## src/sv/kst_pkg.sv

```systemverilog
// Package for the keyed slot table with overflow queue.
// Holds field widths, default depths and the status codes.
// No dependencies.
package kst_pkg;

  // Default sizes of the slot list and the waiting queue.
  localparam int unsigned SlotDepthDef = 8;
  localparam int unsigned WaitDepthDef = 8;

  // Field widths.
  localparam int unsigned KeyW    = 16;
  localparam int unsigned DepW    = 16;
  localparam int unsigned UsedW   = 4;
  localparam int unsigned StatusW = 3;

  // Result status codes.
  typedef enum logic [StatusW-1:0] {
    StPlaced   = 3'd0,
    StQueued   = 3'd1,
    StFull     = 3'd2,
    StDup      = 3'd3,
    StRemoved  = 3'd4,
    StNotFound = 3'd5
  } status_e;

endpackage

```

## src/sv/keyed_slot_table_with_overflow_queue.sv

```systemverilog
// Channel | Direction | Signals
// --------+-----------+---------------------------------------------------------------
// in      | input     | in_valid_i, in_stall_o, command_i, plate_i
// out     | output    | out_valid_o, out_stall_i, status_o, promoted_valid_o,
//         |           | promoted_plate_o, departures_o, slots_used_o, waiting_used_o
//
// One item at a time: in_stall_o stays high until the result is in the output register,
// which holds it under out_stall_i while the next transfer is accepted.
// One shared comparator scans the slot list an entry per cycle over the registered RAM read:
// a search ends at the first match or the last entry (none when the list is empty), then acting
// and loading the result follow; a depart hit also moves each later entry down and promotes.
// Reset clears all counts and the queue head; the RAM contents need no clearing.
//
// Top level of the keyed slot table; uses kst_pkg and kst_ram.
module keyed_slot_table_with_overflow_queue #(
  parameter int unsigned SlotDepth = kst_pkg::SlotDepthDef,
  parameter int unsigned WaitDepth = kst_pkg::WaitDepthDef
) (
  input  logic                        clk_i,
  input  logic                        rst_ni,
  input  logic                        in_valid_i,
  output logic                        in_stall_o,
  input  logic                        command_i,
  input  logic [kst_pkg::KeyW-1:0]    plate_i,
  output logic                        out_valid_o,
  input  logic                        out_stall_i,
  output logic [kst_pkg::StatusW-1:0] status_o,
  output logic                        promoted_valid_o,
  output logic [kst_pkg::KeyW-1:0]    promoted_plate_o,
  output logic [kst_pkg::DepW-1:0]    departures_o,
  output logic [kst_pkg::UsedW-1:0]   slots_used_o,
  output logic [kst_pkg::UsedW-1:0]   waiting_used_o
);

  localparam int unsigned SAW = (SlotDepth > 1) ? $clog2(SlotDepth) : 1;
  localparam int unsigned WAW = (WaitDepth > 1) ? $clog2(WaitDepth) : 1;
  localparam int unsigned SCW = $clog2(SlotDepth + 1);
  localparam int unsigned WCW = $clog2(WaitDepth + 1);
  localparam int unsigned TW  = WCW + 1;

  typedef enum logic [2:0] {
    SIdle,
    SScan,
    SAct,
    SShRd,
    SShWr,
    SPrRd,
    SPrWr,
    SFinish
  } state_e;

  state_e                      state_q;
  logic                        cmd_q;
  logic [kst_pkg::KeyW-1:0]    key_q;
  logic [SCW-1:0]              slot_cnt_q;
  logic [WCW-1:0]              wait_cnt_q;
  logic [WAW-1:0]              head_q;
  logic [kst_pkg::DepW-1:0]    dep_q;
  logic [SAW-1:0]              scan_idx_q;
  logic                        chk_vld_q;
  logic [SAW-1:0]              chk_idx_q;
  logic                        hit_q;
  logic [SCW-1:0]              shift_idx_q;
  kst_pkg::status_e            res_status_q;
  logic                        res_pval_q;
  logic [kst_pkg::KeyW-1:0]    res_pplate_q;
  logic                        out_valid_q;
  logic [kst_pkg::StatusW-1:0] out_status_q;
  logic                        out_pval_q;
  logic [kst_pkg::KeyW-1:0]    out_pplate_q;
  logic [kst_pkg::DepW-1:0]    out_dep_q;
  logic [kst_pkg::UsedW-1:0]   out_slots_q;
  logic [kst_pkg::UsedW-1:0]   out_wait_q;

  logic                     slot_we;
  logic [SAW-1:0]           slot_waddr;
  logic [kst_pkg::KeyW-1:0] slot_wdata;
  logic [SAW-1:0]           slot_raddr;
  logic [kst_pkg::KeyW-1:0] slot_rdata;
  logic                     wait_we;
  logic [WAW-1:0]           wait_waddr;
  logic [kst_pkg::KeyW-1:0] wait_rdata;
  logic [TW-1:0]            tail_sum;
  logic [WAW-1:0]           tail_idx;
  logic [SCW-1:0]           shift_nxt;
  logic                     key_match;
  logic                     in_xfer;
  logic                     out_free;
  logic                     out_load;

  assign in_xfer   = in_valid_i && (state_q == SIdle);
  assign out_free  = !out_valid_q || !out_stall_i;
  assign out_load  = (state_q == SFinish) && out_free;
  assign shift_nxt = shift_idx_q + SCW'(1);
  assign key_match = (slot_rdata == key_q);

  // Tail of the waiting ring: head plus occupancy, wrapped at the depth.
  always_comb begin
    tail_sum = TW'(head_q) + TW'(wait_cnt_q);
    if (tail_sum >= TW'(WaitDepth)) begin
      tail_sum = tail_sum - TW'(WaitDepth);
    end
    tail_idx = WAW'(tail_sum);
  end

  // Slot RAM and waiting RAM port control, chosen by the sequencer state.
  always_comb begin
    slot_we    = 1'b0;
    slot_waddr = SAW'(slot_cnt_q);
    slot_wdata = key_q;
    slot_raddr = scan_idx_q;
    wait_we    = 1'b0;
    wait_waddr = tail_idx;
    case (state_q)
      SAct: begin
        if (cmd_q == 1'b0 && !hit_q) begin
          if (slot_cnt_q < SCW'(SlotDepth)) begin
            slot_we = 1'b1;
          end else if (wait_cnt_q < WCW'(WaitDepth)) begin
            wait_we = 1'b1;
          end
        end
      end
      SShRd: begin
        slot_raddr = SAW'(shift_nxt);
      end
      SShWr: begin
        slot_we    = 1'b1;
        slot_waddr = SAW'(shift_idx_q);
        slot_wdata = slot_rdata;
      end
      SPrWr: begin
        slot_we    = 1'b1;
        slot_waddr = SAW'(slot_cnt_q);
        slot_wdata = wait_rdata;
      end
      default: begin
      end
    endcase
  end

  kst_ram #(
    .Width(kst_pkg::KeyW),
    .Depth(SlotDepth),
    .AddrW(SAW)
  ) u_slot_ram (
    .clk_i  (clk_i),
    .we_i   (slot_we),
    .waddr_i(slot_waddr),
    .wdata_i(slot_wdata),
    .raddr_i(slot_raddr),
    .rdata_o(slot_rdata)
  );

  kst_ram #(
    .Width(kst_pkg::KeyW),
    .Depth(WaitDepth),
    .AddrW(WAW)
  ) u_wait_ram (
    .clk_i  (clk_i),
    .we_i   (wait_we),
    .waddr_i(wait_waddr),
    .wdata_i(key_q),
    .raddr_i(head_q),
    .rdata_o(wait_rdata)
  );

  // Sequencer: search, act, close the gap, promote, then hand the result over.
  always_ff @(posedge clk_i or negedge rst_ni) begin
    if (!rst_ni) begin
      state_q      <= SIdle;
      slot_cnt_q   <= '0;
      wait_cnt_q   <= '0;
      head_q       <= '0;
      dep_q        <= '0;
      chk_vld_q    <= 1'b0;
      hit_q        <= 1'b0;
      out_valid_q  <= 1'b0;
      cmd_q        <= 1'b0;
      key_q        <= '0;
      scan_idx_q   <= '0;
      chk_idx_q    <= '0;
      shift_idx_q  <= '0;
      res_status_q <= kst_pkg::StPlaced;
      res_pval_q   <= 1'b0;
      res_pplate_q <= '0;
      out_status_q <= '0;
      out_pval_q   <= 1'b0;
      out_pplate_q <= '0;
      out_dep_q    <= '0;
      out_slots_q  <= '0;
      out_wait_q   <= '0;
    end else begin
      // The output register drains whenever the receiver does not stall and no new result
      // is loaded in the same cycle.
      if (out_valid_q && !out_stall_i && !out_load) begin
        out_valid_q <= 1'b0;
      end

      case (state_q)
        SIdle: begin
          if (in_xfer) begin
            cmd_q        <= command_i;
            key_q        <= plate_i;
            scan_idx_q   <= '0;
            chk_vld_q    <= 1'b0;
            hit_q        <= 1'b0;
            res_pval_q   <= 1'b0;
            res_pplate_q <= '0;
            state_q      <= (slot_cnt_q == '0) ? SAct : SScan;
          end
        end

        // One compare per cycle against the entry read in the previous cycle.
        SScan: begin
          chk_vld_q <= 1'b1;
          chk_idx_q <= scan_idx_q;
          if (scan_idx_q != SAW'(SlotDepth - 1)) begin
            scan_idx_q <= scan_idx_q + SAW'(1);
          end
          if (chk_vld_q) begin
            if (key_match) begin
              hit_q       <= 1'b1;
              shift_idx_q <= SCW'(chk_idx_q);
              state_q     <= SAct;
            end else if (SCW'(chk_idx_q) + SCW'(1) == slot_cnt_q) begin
              state_q <= SAct;
            end
          end
        end

        SAct: begin
          state_q <= (cmd_q == 1'b1 && hit_q) ? SShRd : SFinish;
          if (cmd_q == 1'b0) begin
            if (hit_q) begin
              res_status_q <= kst_pkg::StDup;
            end else if (slot_cnt_q < SCW'(SlotDepth)) begin
              slot_cnt_q   <= slot_cnt_q + SCW'(1);
              res_status_q <= kst_pkg::StPlaced;
            end else if (wait_cnt_q < WCW'(WaitDepth)) begin
              wait_cnt_q   <= wait_cnt_q + WCW'(1);
              res_status_q <= kst_pkg::StQueued;
            end else begin
              res_status_q <= kst_pkg::StFull;
            end
          end else if (hit_q) begin
            res_status_q <= kst_pkg::StRemoved;
          end else begin
            res_status_q <= kst_pkg::StNotFound;
          end
        end

        // Move the next entry down by one, or finish the removal.
        SShRd: begin
          if (shift_nxt < slot_cnt_q) begin
            state_q <= SShWr;
          end else begin
            slot_cnt_q <= slot_cnt_q - SCW'(1);
            if (dep_q != '1) begin
              dep_q <= dep_q + kst_pkg::DepW'(1);
            end
            state_q <= (wait_cnt_q != '0) ? SPrRd : SFinish;
          end
        end

        SShWr: begin
          shift_idx_q <= shift_nxt;
          state_q     <= SShRd;
        end

        // Queue head is being read from the waiting RAM.
        SPrRd: begin
          state_q <= SPrWr;
        end

        SPrWr: begin
          slot_cnt_q   <= slot_cnt_q + SCW'(1);
          wait_cnt_q   <= wait_cnt_q - WCW'(1);
          head_q       <= (head_q == WAW'(WaitDepth - 1)) ? '0 : head_q + WAW'(1);
          res_pval_q   <= 1'b1;
          res_pplate_q <= wait_rdata;
          state_q      <= SFinish;
        end

        // Load the output register once it is free.
        SFinish: begin
          if (out_free) begin
            out_valid_q  <= 1'b1;
            out_status_q <= res_status_q;
            out_pval_q   <= res_pval_q;
            out_pplate_q <= res_pplate_q;
            out_dep_q    <= dep_q;
            out_slots_q  <= kst_pkg::UsedW'(slot_cnt_q);
            out_wait_q   <= kst_pkg::UsedW'(wait_cnt_q);
            state_q      <= SIdle;
          end
        end

        default: begin
          state_q <= SIdle;
        end
      endcase
    end
  end

  assign in_stall_o       = (state_q != SIdle);
  assign out_valid_o      = out_valid_q;
  assign status_o         = out_status_q;
  assign promoted_valid_o = out_pval_q;
  assign promoted_plate_o = out_pplate_q;
  assign departures_o     = out_dep_q;
  assign slots_used_o     = out_slots_q;
  assign waiting_used_o   = out_wait_q;

endmodule

```

## src/sv/kst_ram.sv

```systemverilog
// Generic single-write, single-read RAM with a registered read port.
// Used for the slot list and the waiting queue; no dependencies.
module kst_ram #(
  parameter int unsigned Width = 16,
  parameter int unsigned Depth = 8,
  parameter int unsigned AddrW = (Depth > 1) ? $clog2(Depth) : 1
) (
  input  logic             clk_i,
  input  logic             we_i,
  input  logic [AddrW-1:0] waddr_i,
  input  logic [Width-1:0] wdata_i,
  input  logic [AddrW-1:0] raddr_i,
  output logic [Width-1:0] rdata_o
);

  logic [Width-1:0] mem_q [Depth];

  // Write port and registered read port.
  always_ff @(posedge clk_i) begin
    if (we_i) begin
      mem_q[waddr_i] <= wdata_i;
    end
    rdata_o <= mem_q[raddr_i];
  end

endmodule

```

## config.mk

```make
export PLATFORM = sky130hd
export DESIGN_NAME = keyed_slot_table_with_overflow_queue
export DESIGN_NICKNAME = d
export VERILOG_FILES = /design/src/sv/kst_pkg.sv /design/src/sv/keyed_slot_table_with_overflow_queue.sv /design/src/sv/kst_ram.sv
export SDC_FILE = /design/constraint.sdc
export NUM_CORES = 1
export LEC_CHECK = 0
export ABC_AREA = 1
export CELL_PAD_IN_SITES_DETAIL_PLACEMENT = 2
export CELL_PAD_IN_SITES_GLOBAL_PLACEMENT = 2
export CORE_UTILIZATION = 42
export CTS_BUF_LIST = sky130_fd_sc_hd__clkbuf_8 sky130_fd_sc_hd__clkbuf_16
export DETAILED_ROUTE_END_ITERATION = 12
export DONT_BUFFER_PORTS = 1
export PLACE_DENSITY = 0.76
export REMOVE_ABC_BUFFERS = 1
export SYNTH_ARGS = -nofsm -noshare
export SYNTH_HDL_FRONTEND = slang
export SYNTH_SLANG_ARGS = --single-unit
```

## constraint.sdc

```tcl
create_clock -name clk_i -period 2.7 [get_ports clk_i]
set_input_delay 0.27 -clock clk_i [delete_from_list [all_inputs] [get_ports clk_i]]
set_output_delay 0.27 -clock clk_i [all_outputs]
set_load 0.02 [all_outputs]
```

* Yosys cells after proc, flatten, opt, wreduce, memory -nomap -nowiden
Memory sizes are Yosys's and may differ from the RTL's. A register that Yosys moved wholly into a read port is not among the register bits. Cells that the tools add are included. Widths: inputs -> output; s select.
Word-level totals: word-level logic and storage cells 155, output and inout port bits 46, bits in writable memories 256, memories kept 2, input port bits 21, register bits 124
Cells by class: $lt $le $gt $ge 4, muxes and demuxes 58, reductions and logical operators 32, equality and inequality tests 24, add/sub/neg operators 11, bitwise gates (word level) 2
Memory list:
- u_slot_ram.mem_q | words 8, bits a word 16, read ports 1, clocked after memory_dff 1, write ports 1, line kst_ram.sv:16 | logic [Width-1:0] mem_q [Depth];
- u_wait_ram.mem_q | words 8, bits a word 16, read ports 1, clocked after memory_dff 1, write ports 1, line kst_ram.sv:16
Operators by type and width (number):
- $pmux 16 s2 | 2
- $mux 4 | 10
- $mux 3 | 13
- $pmux 3 s8 | 1
- $ne 2x2->1 const B | 11
- $mux 1 | 17
- $add 16x1->16 const B | 1
- $eq 16x16->1 | 1
- $mux 16 | 1
- $ne 16x16->1 const B | 1
- $pmux 4 s2 | 2
- $eq 3x3->1 const B | 5
- $add 4x1->4 const B | 3
- $mux 2 | 6
- $pmux 4 s3 | 1
- $reduce_and 5->1 | 2
- $reduce_and 3->1 | 3
- $lt 4x4->1 const B | 2
- $pmux 1 s2 | 4
- $reduce_and 2->1 | 4
- $reduce_and 4->1 | 2
- $reduce_bool 2->1 | 4
- $sub 4x1->4 const B | 2
- $add 3x1->3 const B | 2
- 19 further kinds | 31

* Longest topological paths before layout
depth after elaboration 8, depth in mapped cells 13, gate-level depth less buffers 12

* Cells and area by module
From an unflattened synthesis, not the netlist that was laid out.
Second synthesis, totals: cell total of the unflattened synthesis 1918, area total of the unflattened synthesis 18147.4 µm²
Modules (own cells, without submodules):
- kst_ram | instances 2, seq. area each 4164.0 µm², cells an instance 587, area each 5989.5 µm²
- keyed_slot_table_with_overflow_queue | instances 1, seq. area each 3103.0 µm², cells an instance 744, area each 6168.4 µm²

* Worst setup path after synthesis
OpenSTA, ideal clock, no wires.
path kind flip-flop to flip-flop, from register state_q[0], to memory u_slot_ram.mem_q[0][0], enable pin, period minus slack after synthesis 2392 ps, stages on the path, launching flop included 8, arrival 2003 ps, required time 2312 ps, path slack 308 ps, library setup time 388 ps, buffers on the path 0, cell sequence dfrtp_1 inv_1 nand2_1 nor2_1 inv_1 o31ai_1 nand2_1 nor2_1
Between the ends: cells in the longest elaborated chain, start to end 5, elaborated cells on any way between the ends 8, those cells by class 3 x eq/ne; 4 x mux; 1 x reduce/logical
Ends and longest elaborated chain:
- from (decl) | line keyed_slot_table_with_overflow_queue.sv:52 | state_e state_q;
- from (signal assigned) | line keyed_slot_table_with_overflow_queue.sv:171 | state_q <= SIdle;
- from (signal assigned) | line keyed_slot_table_with_overflow_queue.sv:210 | state_q <= (slot_cnt_q == '0) ? SAct : SScan;
- from (signal assigned) | line keyed_slot_table_with_overflow_queue.sv:225 | state_q <= SAct;
- $eq 3x3->1 | line keyed_slot_table_with_overflow_queue.sv:114 | case (state_q)
- $reduce_or 2->1 (no line)
- $pmux 1 s2 | line keyed_slot_table_with_overflow_queue.sv:114
- $mux 1 | line kst_ram.sv:20 | if (we_i) begin
- $mux 1 (implied by the code) | line kst_ram.sv:21 | mem_q[waddr_i] <= wdata_i;
- to (decl) | line kst_ram.sv:16
Several ways; a longest one is shown, not always the timed one.

* Worst setup path in the final report
from register shift_idx_q[0], to register dep_q[6] (netlist name)
Between the ends: cells in the longest elaborated chain, start to end 4
Ends and longest elaborated chain:
- from (decl) | line keyed_slot_table_with_overflow_queue.sv:63 | logic [SCW-1:0] shift_idx_q;
- from (signal assigned) | line keyed_slot_table_with_overflow_queue.sv:224 | shift_idx_q <= SCW'(chk_idx_q);
- from (signal assigned) | line keyed_slot_table_with_overflow_queue.sv:267 | shift_idx_q <= shift_nxt;
- $add 4x1->4 | line keyed_slot_table_with_overflow_queue.sv:94 | assign shift_nxt = shift_idx_q + SCW'(1);
- $lt 4x4->1 | line keyed_slot_table_with_overflow_queue.sv:255 | if (shift_nxt < slot_cnt_q) begin
- $not 1->1 (no line)
- $reduce_and 3->1 (no line)
- to (signal assigned) | line keyed_slot_table_with_overflow_queue.sv:260 | dep_q <= dep_q + kst_pkg::DepW'(1);
- to (decl) | line keyed_slot_table_with_overflow_queue.sv:58 | logic [kst_pkg::DepW-1:0] dep_q;
Every way passes these cells. A chain may end at the register's enable or synchronous reset.

==> reports/metrics.yaml <==
hold_viol: 124
wl_per_cell_um: 22.4
antenna_found_initial: 2
cts-root-buf: "clkbuf_16"
synth_area_per_cell_um2: 10.5
power_mw: 25.1
worstSetupEndpointType: "flip-flop"
synth.distinct_cells: 40
netSwitchingFraction_pct: 40.2
path_buf_inv: 2
synth_edf_count: 256
internal-power_mw: 15.0
drt_first_pass_iters: 5
cts-buffers-inserted: 45
finalCritPeriodShare_pct: 90.7
finalSetupViolations: 0
clockBufferDepth: 3
chipWidth_um: 203
path_common_cell: "nand2_1"
crit_chain: "ha_1 -> xor2_1 -> ha_1 -> nand2_1 -> inv_1 -> nand2_1 -> nand2_1 -> nand2_1 -> a21oi_1 -> buf_4 -> nand2_1 -> xor2_1"
layout_commonest_cell: "nand2_1"
violations: "negative hold slack"
seq_power_share_pct: 41.6
htree_levels: 2
status: "finished, violations left"
core_um2: 39800
via_per_inst: 5.34
die_h_um: 203
clk-insertion-delay-late_ns: 0.58
vdd_drop_max_uv: 772
layout.cells.non_filler: 2214
drc_errors: 0
relSlewSlack_pct: 42.5
start_util_pct: 42.7
slowest_stage: "dfrtp_1"
p_switching_mw: 10.1
cp.required_ns: 3.16
drt-total-wl_mm: 49.6
syn_inst: 1614
io_pins: 67
critPathTopFamily: "adder cells"
fin_hold_ws_ns: -0.619
initialDrtViolationCount: 603
finalClockSkew_ns: 0.0241
clock_sinks: 412
synth-async-reset-ratio_pct: 30.1
overflow: 0
worst_r2r_path_depth: 12
design_area_um2: 19300
min_period_ns: 2.45
dp_hpwl_mm: 31.8
ant_nets: 0
ys_ff_latch: 412
cp_max_fo: 21
ys.flop_type: "edfxtp_1"
ctsHoldBuffers: 18
rows: 73
grt_max_degree: 125
tightest_slew_ns: 0.862
gp_congestion: 0.797
cts_resized: 0
max_freq_ghz: 0.408
die_area_um2: 41300
placed_cells: 2112
yosys_warnings: 0
final_util_pct: 48.6
num-fill-cells: 4082
grt_use_total_pct: 24.8
power.share.clock_pct: 24.1
grt_pass1_wl_mm: 77.7
hold_path.class: "in2async"
grt_pass1_vias: 13300
power_per_cell_area_nw_per_um2: 1300
final-max-slew-violation-count: 0
max_stage_delay_ns: 0.42
ys_seq_area_share_pct: 67.2
synth_area_um2: 17000
critPathArrivalTime_ns: 2.91
most-common-layout-cells: "nand2_1, edfxtp_1, nor2_1, inv_1, o21ai_0"
via_count: 11800
comb_power_share_pct: 34.3
maxCapViolations: 0
clk_pin_slew_ns: 0.06
cts_tree: "yes"
postCtsSetupBuffers: 0
io_buffers: 0
regToRegSetupSlack_ns: 0.25
crit_cells: 12
area_growth_syn_to_layout_pct: 13.7
cellLeakagePower_nw: 7.90
crit_type: "reg2reg"
startpoint_type: "flip-flop"
drive_above_1_share_pct: 7.41
rsz0062_at_grt: "false"
layout.nets: 1691
dpl_cell_area_um2: 17700
-- metal layers --
metal  GRT usage [%]  part of all wire, %  vias to the layer above
li1                -                    -                     5483
met3            3.47                  3.5                       74
met1            31.2                   43                     6060
met4            7.63                  2.2                        2
met5               0                0.026                        -
met2            43.9                   51                      193
-- sequential cells by signal, indices dropped and copies added (netlist names), 4 cells and up --
register,flops
dep_q,16
departures_o,16
key_q,16
promoted_plate_o,16
res_pplate_q,16
shift_idx_q,4
slot_cnt_q,4
slots_used_o,4
u_slot_ram.mem_q,128
u_slot_ram.rdata_o,16
u_wait_ram.mem_q,128
u_wait_ram.rdata_o,16
wait_cnt_q,4
waiting_used_o,4
-- power by group through the flow --
| stage | Sequential (mW) | Combinational (mW) | Clock (mW) |
|---|---|---|---|
| final | 10.4 | 8.59 | 6.03 |
| after global routing | 10.6 | 9.65 | 6.38 |
| after CTS | 10.4 | 8.72 | 6.18 |
| after detailed placement | 10.5 | 8.53 | 0 |
| after global placement | 10.4 | 8.00 | 0 |
| after floorplan | 10.2 | 5.15 | 0 |
-- cell families after synthesis --
family | after synthesis | share of synthesized area, %
and+or+nand+nor | 627 | 14.5
adders and majority gates | 18 | 1.46
buffers and inverters | 231 | 5.54
muxes | 1 | 0.0662
xor gates and xnor gates | 29 | 1.49
DFF | 412 | 67.2
AOI/OAI and AO/OA | 296 | 9.77
-- metrics by stage --
stage          TNS (ns)  setup slack [ns]
2_1_floorplan   -107.74            -0.532
3_3_place_gp          0             0.352
3_5_place_dp          0             0.209
4_1_cts               0             0.188
5_1_grt               0            0.0631
6_report              0             0.251
-- synth_stat cells (all sizes together) (23+ instances only) --
cell type	count	area, µm²
nor2	223	856
edfxtp	256	7690
dfxtp	32	641
nand3	23	115
nand2	368	1400
xor2	25	219
dfrtp	124	3100
o21ai	202	1020
o22ai	33	206
buf	33	199
clkbuf	35	131
inv	162	608
-- final timing paths --
path	startpoint	end
min reg2reg	wait_cnt_q[3]	wait_cnt_q[3]
max	shift_idx_q[0]	dep_q[6]
max in group asynchronous	rst_ni	shift_idx_q[3]
max reg2reg	shift_idx_q[0]	dep_q[6]
min in group clk_i	in_valid_i	hit_q
min	rst_ni	departures_o[14]
-- layout make-up --
cell class / instances / area (µm²) / share of cell area (%)
Clock buffer: 52 / 1230 / 6.38
Timing Repair Buffer: 59 / 551 / 2.85
Tap cell: 525 / 657 / 3.40
Sequential cell: 412 / 11400 / 59.1
Antenna cell: 1 / 2.50 / 0.0129
Clock inverter: 31 / 213 / 1.10
Inverter: 163 / 612 / 3.16
Multi-Input combinational cell: 971 / 4640 / 24.0
(Power assumes the default switching activity.)
